--- src/imabd_pkg.sv ---
// Shared types, constants and decode tables for the IMA ADPCM block decoder.
`timescale 1ns / 1ps

package imabd_pkg;

  localparam int MAX_CHANNELS    = 2;
  localparam int GROUP_BYTES     = 4;
  localparam int HDR_BYTES_PER_CH = 4;
  localparam int SLOTS_PER_LANE  = 2 * GROUP_BYTES;
  localparam int SLOTS           = MAX_CHANNELS * SLOTS_PER_LANE;
  localparam int COUNT_W         = $clog2(SLOTS + 1);

  localparam logic [6:0] IDX_MAX = 7'd88;

  // configuration register indexes
  localparam logic [1:0] REG_CHANNEL_COUNT = 2'd0;
  localparam logic [1:0] REG_BLOCK_ALIGN   = 2'd1;

  localparam logic signed [4:0] INDEX_ADJUST [0:15] = '{
    -5'sd1, -5'sd1, -5'sd1, -5'sd1, 5'sd2, 5'sd4, 5'sd6, 5'sd8,
    -5'sd1, -5'sd1, -5'sd1, -5'sd1, 5'sd2, 5'sd4, 5'sd6, 5'sd8
  };

  localparam logic [14:0] STEP_TABLE [0:88] = '{
    15'd7, 15'd8, 15'd9, 15'd10, 15'd11, 15'd12, 15'd13, 15'd14, 15'd16, 15'd17,
    15'd19, 15'd21, 15'd23, 15'd25, 15'd28, 15'd31, 15'd34, 15'd37, 15'd41, 15'd45,
    15'd50, 15'd55, 15'd60, 15'd66, 15'd73, 15'd80, 15'd88, 15'd97, 15'd107, 15'd118,
    15'd130, 15'd143, 15'd157, 15'd173, 15'd190, 15'd209, 15'd230, 15'd253, 15'd279,
    15'd307, 15'd337, 15'd371, 15'd408, 15'd449, 15'd494, 15'd544, 15'd598, 15'd658,
    15'd724, 15'd796, 15'd876, 15'd963, 15'd1060, 15'd1166, 15'd1282, 15'd1411,
    15'd1552, 15'd1707, 15'd1878, 15'd2066, 15'd2272, 15'd2499, 15'd2749, 15'd3024,
    15'd3327, 15'd3660, 15'd4026, 15'd4428, 15'd4871, 15'd5358, 15'd5894, 15'd6484,
    15'd7132, 15'd7845, 15'd8630, 15'd9493, 15'd10442, 15'd11487, 15'd12635, 15'd13899,
    15'd15289, 15'd16818, 15'd18500, 15'd20350, 15'd22385, 15'd24623, 15'd27086,
    15'd29794, 15'd32767
  };

  // run of samples handed from the decode stage to the output buffer
  typedef struct packed {
    logic                      valid;
    logic [COUNT_W-1:0]        count;
    logic [SLOTS-1:0]          chan;
    logic [SLOTS-1:0][15:0]    samples;
  } load_t;

endpackage

--- src/imabd_nibble.sv ---
// One IMA ADPCM nibble decode: step lookup, delta, saturation, index update.
`timescale 1ns / 1ps

module imabd_nibble (
  input  logic [7:0]  idx,
  input  logic [15:0] pred,
  input  logic [3:0]  nib,
  output logic [15:0] pred_next,
  output logic [6:0]  idx_next
);

  logic [6:0]         idx_c;
  logic [14:0]        step;
  logic [16:0]        delta;
  logic signed [17:0] pred_x;
  logic signed [17:0] delta_x;
  logic signed [17:0] sum;
  logic signed [4:0]  adj;
  logic signed [9:0]  ix;

  always_comb begin
    idx_c = (idx > {1'b0, imabd_pkg::IDX_MAX}) ? imabd_pkg::IDX_MAX : idx[6:0];
    step  = imabd_pkg::STEP_TABLE[idx_c];
    delta = {5'b0, step[14:3]}
          + (nib[2] ? {2'b0, step} : 17'd0)
          + (nib[1] ? {3'b0, step[14:1]} : 17'd0)
          + (nib[0] ? {4'b0, step[14:2]} : 17'd0);
    pred_x  = {{2{pred[15]}}, pred};
    delta_x = {1'b0, delta};
    sum     = nib[3] ? (pred_x - delta_x) : (pred_x + delta_x);
    if (sum > 18'sd32767) begin
      pred_next = 16'h7FFF;
    end else if (sum < -18'sd32768) begin
      pred_next = 16'h8000;
    end else begin
      pred_next = sum[15:0];
    end
    adj = imabd_pkg::INDEX_ADJUST[nib];
    ix  = $signed({2'b00, idx}) + $signed({{5{adj[4]}}, adj});
    if (ix < 10'sd0) begin
      idx_next = 7'd0;
    end else if (ix > $signed({3'b000, imabd_pkg::IDX_MAX})) begin
      idx_next = imabd_pkg::IDX_MAX;
    end else begin
      idx_next = ix[6:0];
    end
  end

endmodule

--- src/imabd_front.sv ---
// Input stage, configuration, block/group tracking, channel state and group store.
`timescale 1ns / 1ps

module imabd_front (
  input  logic                clk,
  input  logic                rst,
  input  logic                s_tvalid,
  output logic                s_tready,
  input  logic [7:0]          s_tdata,   // [7:0] data_byte
  input  logic                s_tlast,
  input  logic                cfg_valid,
  input  logic [1:0]          cfg_index,
  input  logic [15:0]         cfg_data,
  input  logic                emit_free,
  output imabd_pkg::load_t    load
);

  localparam int SLOTS = imabd_pkg::SLOTS;

  logic [1:0]  chan_count;
  logic [15:0] block_align;

  logic        stage_valid;
  logic [7:0]  stage_byte;
  logic        stage_eod;

  logic [15:0] block_offset;
  logic [15:0] pred [imabd_pkg::MAX_CHANNELS];
  logic [7:0]  step_idx [imabd_pkg::MAX_CHANNELS];
  logic [2:0]  lane_cnt [imabd_pkg::MAX_CHANNELS];
  logic [15:0] gsamp [SLOTS];

  logic        stereo;
  logic        cfg_bad;
  logic [3:0]  hdr_len;
  logic        in_hdr;
  logic        hdr_done;
  logic [15:0] rel;
  logic [2:0]  p;
  logic        lane;
  logic        grp_end;
  logic        blk_end;
  logic        flush;
  logic        need_emit;
  logic        go;
  logic [2:0]  cnt_base [imabd_pkg::MAX_CHANNELS];
  logic [2:0]  cnt_upd [imabd_pkg::MAX_CHANNELS];
  logic        wr;
  logic [2:0]  waddr;
  logic [2:0]  frames3;
  logic [3:0]  frames;
  logic [15:0] gs_view [SLOTS];
  logic [15:0] s0;
  logic [15:0] s1;
  logic [6:0]  i0;
  logic [6:0]  i1;
  logic        restart;

  imabd_nibble u_nib_lo (
    .idx       (step_idx[lane]),
    .pred      (pred[lane]),
    .nib       (stage_byte[3:0]),
    .pred_next (s0),
    .idx_next  (i0)
  );

  imabd_nibble u_nib_hi (
    .idx       ({1'b0, i0}),
    .pred      (s0),
    .nib       (stage_byte[7:4]),
    .pred_next (s1),
    .idx_next  (i1)
  );

  always_comb begin
    stereo   = (chan_count == 2'd2);
    hdr_len  = {chan_count, 2'b00};
    cfg_bad  = (chan_count == 2'd0) || (32'(chan_count) > imabd_pkg::MAX_CHANNELS)
            || (block_align < {12'b0, hdr_len});
    in_hdr   = (block_offset < {12'b0, hdr_len});
    hdr_done = in_hdr && (block_offset[3:0] == hdr_len - 4'd1);
    rel      = block_offset - {12'b0, hdr_len};
    p        = stereo ? rel[2:0] : {1'b0, rel[1:0]};
    lane     = in_hdr ? (stereo & block_offset[2]) : (stereo & p[2]);
    grp_end  = (p == (stereo ? 3'd7 : 3'd3));
    blk_end  = ({1'b0, block_offset} + 17'd1) >= {1'b0, block_align};
    restart  = blk_end || stage_eod;
    flush    = !in_hdr && (grp_end || restart);

    for (int l = 0; l < imabd_pkg::MAX_CHANNELS; l++) begin
      cnt_base[l] = (p == 3'd0) ? 3'd0 : lane_cnt[l];
    end
    wr    = (32'(cnt_base[lane]) < imabd_pkg::GROUP_BYTES);
    waddr = {lane, cnt_base[lane][1:0]};
    for (int l = 0; l < imabd_pkg::MAX_CHANNELS; l++) begin
      cnt_upd[l] = cnt_base[l] + {2'b0, (lane == l[0]) && wr};
    end
    frames3 = (stereo && (cnt_upd[1] < cnt_upd[0])) ? cnt_upd[1] : cnt_upd[0];
    frames  = {frames3, 1'b0};

    for (int i = 0; i < SLOTS; i++) begin
      if (wr && (3'(i >> 1) == waddr)) begin
        gs_view[i] = ((i & 1) != 0) ? s1 : s0;
      end else begin
        gs_view[i] = gsamp[i];
      end
    end

    need_emit = hdr_done || flush;
    go        = stage_valid && (!need_emit || emit_free);
    s_tready  = !stage_valid || go;

    load.valid   = go && !cfg_bad && need_emit;
    load.count   = '0;
    load.chan    = '0;
    load.samples = '0;
    if (in_hdr) begin
      load.count      = {3'b0, chan_count};
      load.samples[0] = pred[0];
      load.samples[1] = pred[1];
      load.chan[1]    = 1'b1;
    end else begin
      load.count = stereo ? {frames, 1'b0} : {1'b0, frames};
      for (int k = 0; k < SLOTS; k++) begin
        if (stereo) begin
          load.samples[k] = gs_view[4'(((k & 1) << 3) | (k >> 1))];
          load.chan[k]    = ((k & 1) != 0);
        end else begin
          load.samples[k] = gs_view[k];
        end
      end
    end
  end

  // configuration
  always_ff @(posedge clk) begin
    if (rst) begin
      chan_count  <= 2'd1;
      block_align <= 16'd1024;
    end else if (cfg_valid) begin
      case (cfg_index)
        imabd_pkg::REG_CHANNEL_COUNT: chan_count  <= cfg_data[1:0];
        imabd_pkg::REG_BLOCK_ALIGN:   block_align <= cfg_data;
        default: ;
      endcase
    end
  end

  // input register
  always_ff @(posedge clk) begin
    if (rst) begin
      stage_valid <= 1'b0;
    end else if (s_tvalid && s_tready) begin
      stage_valid <= 1'b1;
    end else if (go) begin
      stage_valid <= 1'b0;
    end
  end

  always_ff @(posedge clk) begin
    if (s_tvalid && s_tready) begin
      stage_byte <= s_tdata;
      stage_eod  <= s_tlast;
    end
  end

  // block position and channel state
  always_ff @(posedge clk) begin
    if (rst) begin
      block_offset <= '0;
      for (int l = 0; l < imabd_pkg::MAX_CHANNELS; l++) begin
        pred[l]     <= '0;
        step_idx[l] <= '0;
        lane_cnt[l] <= '0;
      end
    end else if (go) begin
      if (cfg_bad) begin
        block_offset <= '0;
        for (int l = 0; l < imabd_pkg::MAX_CHANNELS; l++) lane_cnt[l] <= '0;
      end else begin
        block_offset <= restart ? 16'd0 : block_offset + 16'd1;
        if (in_hdr) begin
          case (block_offset[1:0])
            2'd0: pred[lane][7:0]  <= stage_byte;
            2'd1: pred[lane][15:8] <= stage_byte;
            2'd2: step_idx[lane]   <= stage_byte;
            default: ;
          endcase
          if (restart) begin
            for (int l = 0; l < imabd_pkg::MAX_CHANNELS; l++) lane_cnt[l] <= '0;
          end
        end else begin
          pred[lane]     <= s1;
          step_idx[lane] <= {1'b0, i1};
          for (int l = 0; l < imabd_pkg::MAX_CHANNELS; l++) begin
            lane_cnt[l] <= flush ? 3'd0 : cnt_upd[l];
          end
        end
      end
    end
  end

  // group sample store, two entries per data byte
  always_ff @(posedge clk) begin
    if (go && !cfg_bad && !in_hdr && wr) begin
      for (int i = 0; i < SLOTS; i++) begin
        if (3'(i >> 1) == waddr) begin
          gsamp[i] <= ((i & 1) != 0) ? s1 : s0;
        end
      end
    end
  end

endmodule

--- src/imabd_emit.sv ---
// Output buffer: holds one run of samples and shifts them out one beat at a time.
`timescale 1ns / 1ps

module imabd_emit (
  input  logic                          clk,
  input  logic                          rst,
  input  imabd_pkg::load_t              load,
  output logic                          emit_free,
  output logic                          m_tvalid,
  input  logic                          m_tready,
  output logic [15:0]                   m_tdata,   // [15:0] sample
  output logic                          m_tuser,   // [0] channel
  output logic                          m_tlast
);

  logic [imabd_pkg::COUNT_W-1:0]            cnt;
  logic [imabd_pkg::SLOTS-1:0][15:0]        samples;
  logic [imabd_pkg::SLOTS-1:0]              chan;
  logic                                     beat;

  // free when empty or when the final beat of the run goes out this cycle
  assign emit_free = (cnt == '0) || ((cnt == imabd_pkg::COUNT_W'(1)) && m_tready);
  assign m_tvalid  = (cnt != '0);
  assign beat      = m_tvalid && m_tready;
  assign m_tdata   = samples[0];
  assign m_tuser   = chan[0];
  assign m_tlast   = (cnt == imabd_pkg::COUNT_W'(1));

  always_ff @(posedge clk) begin
    if (rst) begin
      cnt <= '0;
    end else if (load.valid) begin
      cnt <= load.count;
    end else if (beat) begin
      cnt <= cnt - imabd_pkg::COUNT_W'(1);
    end
  end

  always_ff @(posedge clk) begin
    if (load.valid) begin
      samples <= load.samples;
      chan    <= load.chan;
    end else if (beat) begin
      samples <= samples >> 16;
      chan    <= chan >> 1;
    end
  end

endmodule

--- src/ima_adpcm_block_decoder.sv ---
// Top level of the IMA ADPCM block decoder.
`timescale 1ns / 1ps

// Decodes a WAV IMA ADPCM data chunk fed one byte per beat. A byte is taken into
// an input register and decoded in the next cycle (both nibbles, chained), so bytes
// enter at one per cycle while no run of samples is pending. Header, group, block
// and stream ends hand a run of up to 16 samples to the output buffer, which sends
// one sample per cycle while m_tready is high; a byte that ends a run waits until
// the final beat of the previous run is taken. Sustained, the output bounds the byte
// rate, as each data byte yields two samples. A run loads from the byte in the
// input register. Configuration is taken at any time (cfg_ready is always high).

module ima_adpcm_block_decoder (
  input  logic        clk,
  input  logic        rst,
  input  logic        s_tvalid,
  output logic        s_tready,
  input  logic [7:0]  s_tdata,    // [7:0] data_byte
  input  logic        s_tlast,
  output logic        m_tvalid,
  input  logic        m_tready,
  output logic [15:0] m_tdata,    // [15:0] sample
  output logic        m_tuser,    // [0] channel
  output logic        m_tlast,
  input  logic        cfg_valid,
  output logic        cfg_ready,
  input  logic [1:0]  cfg_index,
  input  logic [15:0] cfg_data
);

  imabd_pkg::load_t load;
  logic             emit_free;

  assign cfg_ready = 1'b1;

  imabd_front u_front (
    .clk       (clk),
    .rst       (rst),
    .s_tvalid  (s_tvalid),
    .s_tready  (s_tready),
    .s_tdata   (s_tdata),
    .s_tlast   (s_tlast),
    .cfg_valid (cfg_valid),
    .cfg_index (cfg_index),
    .cfg_data  (cfg_data),
    .emit_free (emit_free),
    .load      (load)
  );

  imabd_emit u_emit (
    .clk       (clk),
    .rst       (rst),
    .load      (load),
    .emit_free (emit_free),
    .m_tvalid  (m_tvalid),
    .m_tready  (m_tready),
    .m_tdata   (m_tdata),
    .m_tuser   (m_tuser),
    .m_tlast   (m_tlast)
  );

endmodule

--- config.mk ---
export PLATFORM = sky130hd
export DESIGN_NAME = ima_adpcm_block_decoder
export DESIGN_NICKNAME = d
export VERILOG_FILES = /design/src/imabd_pkg.sv /design/src/imabd_nibble.sv /design/src/imabd_front.sv /design/src/imabd_emit.sv /design/src/ima_adpcm_block_decoder.sv
export SDC_FILE = /design/constraint.sdc
export NUM_CORES = 2
export LEC_CHECK = 0
export BUFFER_PORTS_ARGS = -buffer_cell sky130_fd_sc_hd__clkbuf_2
export CORE_ASPECT_RATIO = 1.4
export CORE_MARGIN = 2
export CORE_UTILIZATION = 60
export CTS_BUF_LIST = sky130_fd_sc_hd__clkbuf_4
export CTS_CLUSTER_SIZE = 12
export DETAILED_ROUTE_END_ITERATION = 10
export PLACE_DENSITY = 0.87
export SYNTH_ARGS = -nofsm -noshare
export SYNTH_HDL_FRONTEND = slang
export SYNTH_HIERARCHICAL = 1
export SYNTH_SLANG_ARGS = --single-unit
--- constraint.sdc ---
create_clock -name clk -period 26 [get_ports clk]
set_clock_uncertainty 0.1 [all_clocks]
set_input_delay 3.9 -clock clk [delete_from_list [all_inputs] [get_ports clk]]
set_output_delay 3.9 -clock clk [all_outputs]
set_load 0.02 [all_outputs]
==> flow_summary.json <==
{
  "outcome": "finished, final reports clean",
  "ys_async_sr_fraction": 0,
  "grt_setup_unrepaired": "no",
  "p_leak_nw": 16.16,
  "slew_viol_final": 0,
  "finalCritPeriodShare": 0.7143,
  "relSlewSlack": 0.1673,
  "viasPerCell": 6.681,
  "drcViolationCount": 0,
  "syn_area_um2": 39640,
  "cts_sinks": 631,
  "synth.avg_cell_area_um2": 10.41,
  "path_depth": 57,
  "cts_tree": "yes",
  "die-width_um": 221.2,
  "rrSetupSlack_ns": 7.43,
  "firstDrtPassIters": 6,
  "final_nets": 4046,
  "reg2reg_depth": 57,
  "cp-end-kind": "flip-flop",
  "critPathMaxFanout": 75,
  "ys.flop_type": "edfxtp_1",
  "routabilityCongestion": 0.9824,
  "grt_pass1_vias": 31546,
  "core-area_um2": 65410,
  "grt_overflow": 0,
  "worstSetupStartpointType": "flip-flop",
  "syn2layout_area_growth_pct": 6.408,
  "clockBufferDepth": 3,
  "hold_slack_ns": 0.3634,
  "post-cts-setup-buffer-count": 0,
  "grt_max_degree": 152,
  "rr_endpoint": "u_emit/samples[38]",
  "cp.arrival_ns": 19.15,
  "criticalPathCategory": "flip-flop to flip-flop",
  "rows": 111,
  "multiInputGateArea_um2": 19210,
  "fmax_mhz": 53.84,
  "ys_seq_elements": 631,
  "initialDrtViolationCount": 4581,
  "max_stage_delay_ns": 0.83,
  "layout-drive-gt1-share": 0.1795,
  "cpMaxStageDelayCell": "a21boi_4",
  "synth_top_area_frac": 0.4477,
  "r2r-start": "u_front/chan_count[0]",
  "synth_cell_types": 106,
  "endpoint": "u_emit/samples[38]",
  "synthCells": 3807,
  "fin_total_pwr_w": 0.006076,
  "worstMarginPinSlew_ns": 1.239,
  "wl_per_cell_um": 24.17,
  "ys_top_cells_by_area": "edfxtp_1 (45%), mux2_2 (7.3%), ha_1 (4.8%), a21oi_1 (4.2%), nand2_1 (3.8%)",
  "h-tree-depth": 4,
  "maxCapViolations": 0,
  "antenna_found_initial": 2,
  "synth.most_common_cell": "edfxtp_1",
  "dp_cells": 4506,
  "crit_buf_inv": 6,
  "required_ns": 26.58,
  "yosys.area.top_type": "edfxtp_1",
  "postRouteAntennaNets": 0,
  "dr_total_vias": 31835,
  "die_h_um": 308.1,
  "grt_pass1_wl_mm": 176.6,
  "critical-path-top-delay-family": "compound AO/OA/AOI/OAI gates",
  "cts_buffers": 147,
  "clock_latency_ns": 0.94,
  "synth_edf_count": 591,
  "yosys_warnings": 6,
  "regArea_um2": 18550,
  "io_buffers": 51,
  "cts_root_buf": "clkbuf_4",
  "tns_ns": 0,
  "groute.usage.overall": 0.3324,
  "synth_common_cells": "edfxtp_1 (591), nand2_1 (404), a21oi_1 (330)",
  "stdcell_area_um2": 42180,
  "period_minus_slack_ns": 18.57,
  "hold_path.class": "flip-flop to flip-flop",
  "dp.final_hpwl_mm": 70.53,
  "holdBufCountCts": 0,
  "report.final.hold_viol_count": 0,
  "cts_resized": 0,
  "ys_seq_area_frac": 0.4679,
  "clk_pin_slew_ns": 0.07,
  "design.die.area_um2": 68160,
  "fillCellCount": 4712,
  "drt_wl_total_mm": 115.2,
  "power_density_nw_per_um2": 144.1,
  "crit_path_start": "u_front/chan_count[0]",
  "final_cells": 4765,
  "ir_drop_uv": 206.7,
  "setup_viol": 0,
  "initial_utilization": 0.6059,
  "place_area_um2": 40310,
  "io-pin-count": 53
}
routing by layer:
layer	routed length, um	GRT usage
met3	13190	0.08393
met1	39570	0.3894
met4	8423	0.2263
met2	54010	0.5400
met5	0	0
sequential cells by signal, summed over array words and instances, names as in the netlist:
| name | count |
|---|---|
| u_emit/chan | 16 |
| u_front/gsamp | 256 |
| u_front/block_offset | 16 |
| u_front/pred | 32 |
| u_front/step_idx | 16 |
| u_emit/samples | 240 |
| u_front/block_align | 16 |
| u_front/stage_valid | 1 |
| u_front/lane_cnt | 6 |
| u_front/stage_eod | 1 |
| u_front/chan_count | 2 |
| u_emit/cnt | 5 |
| u_emit/m_tdata | 16 |
| u_front/stage_byte | 8 |
through the flow:
step | util | setup slack (ns)
2_1_floorplan | - | 11.82
3_3_place_gp | 0.6163 | 8.358
3_5_place_dp | 0.6163 | 7.988
4_1_cts | 0.6447 | 7.947
5_1_grt | 0.6448 | 6.436
6_report | 0.6448 | 7.428
how the worst min path moves through the flow:
| stage | from | to | slack (ns) | depth (start not counted) |
|---|---|---|---|---|
| after floorplan | u_front/block_align[1] | u_front/block_align[1] | 0.34 | 2 |
| after global placement | u_front/block_align[0] | u_front/block_align[0] | 0.35 | 2 |
| after detailed placement | u_front/block_align[0] | u_front/block_align[0] | 0.35 | 2 |
| after CTS | u_front/block_align[0] | u_front/block_align[0] | 0.36 | 2 |
| after global routing | u_front/block_align[0] | u_front/block_align[0] | 0.38 | 2 |
| final | u_front/block_align[0] | u_front/block_align[0] | 0.36 | 2 |
tightest hold or removal path, stage by stage, from the launching register on:
cell	delay, ns
dfxtp_1	0.31
nand2_1	0.05
a21oi_1	0.05
placed cells by master (no fill, tap or decap), types with 11 or more instances in the layout:
cell type	synthesis	final
edfxtp_1	591	591
nand2_1	404	403
a21oi_1	330	329
mux2_2	257	257
nor2_1	245	242
clkbuf_4	0	216
o21ai_0	212	212
inv_1	181	181
ha_1	152	151
mux2i_1	129	129
nand3_1	115	115
buf_4	37	70
xnor2_1	58	58
fa_1	54	54
a21o_1	53	53
clkbuf_2	2	51
nor3_1	49	49
a211oi_1	49	49
and2_1	47	47
and3_1	43	43
dfxtp_1	40	40
xor2_1	38	38
o21ai_1	36	35
nand2b_1	33	33
clkinv_1	2	27
o211ai_1	27	27
a31oi_1	25	25
o22ai_1	24	24
o21a_1	23	23
o21ai_2	22	22
nor2b_1	18	18
nand4_1	16	16
conb_1	2	15
o2111ai_1	12	12
or3_1	12	11
a22o_1	11	11
o221ai_1	11	11
report_power, final:
part           internal, W  switching (W)
Clock             0.000402       0.000406
Sequential         0.00182      0.0000658
Combinational     0.000990        0.00239
logic make-up (layout without fill, tap and decap cells):
logic type	count (synthesis)	count (layout)	share of synthesized area
buffers and inverters	467	563	0.05186
AND/OR/NAND/NOR	1063	1063	0.1260
other	2	17	0.0001895
XOR/XNOR	98	98	0.02203
AO/OA/AOI/OAI	951	951	0.1498
flip-flops	631	631	0.4679
adder cells (fa/ha/maj)	206	206	0.07525
multiplexers	389	389	0.1070
cell type report:
cell class	count	share of cell area
Multi-Input combinational cell	2722	0.4555
Antenna cell	2	0.0001187
Clock buffer	216	0.03845
Inverter	184	0.01638
Sequential cell	631	0.4398
Clock inverter	41	0.005636
Tap cell	847	0.02513
Timing Repair Buffer	122	0.01899
(Power assumes the default switching activity.)
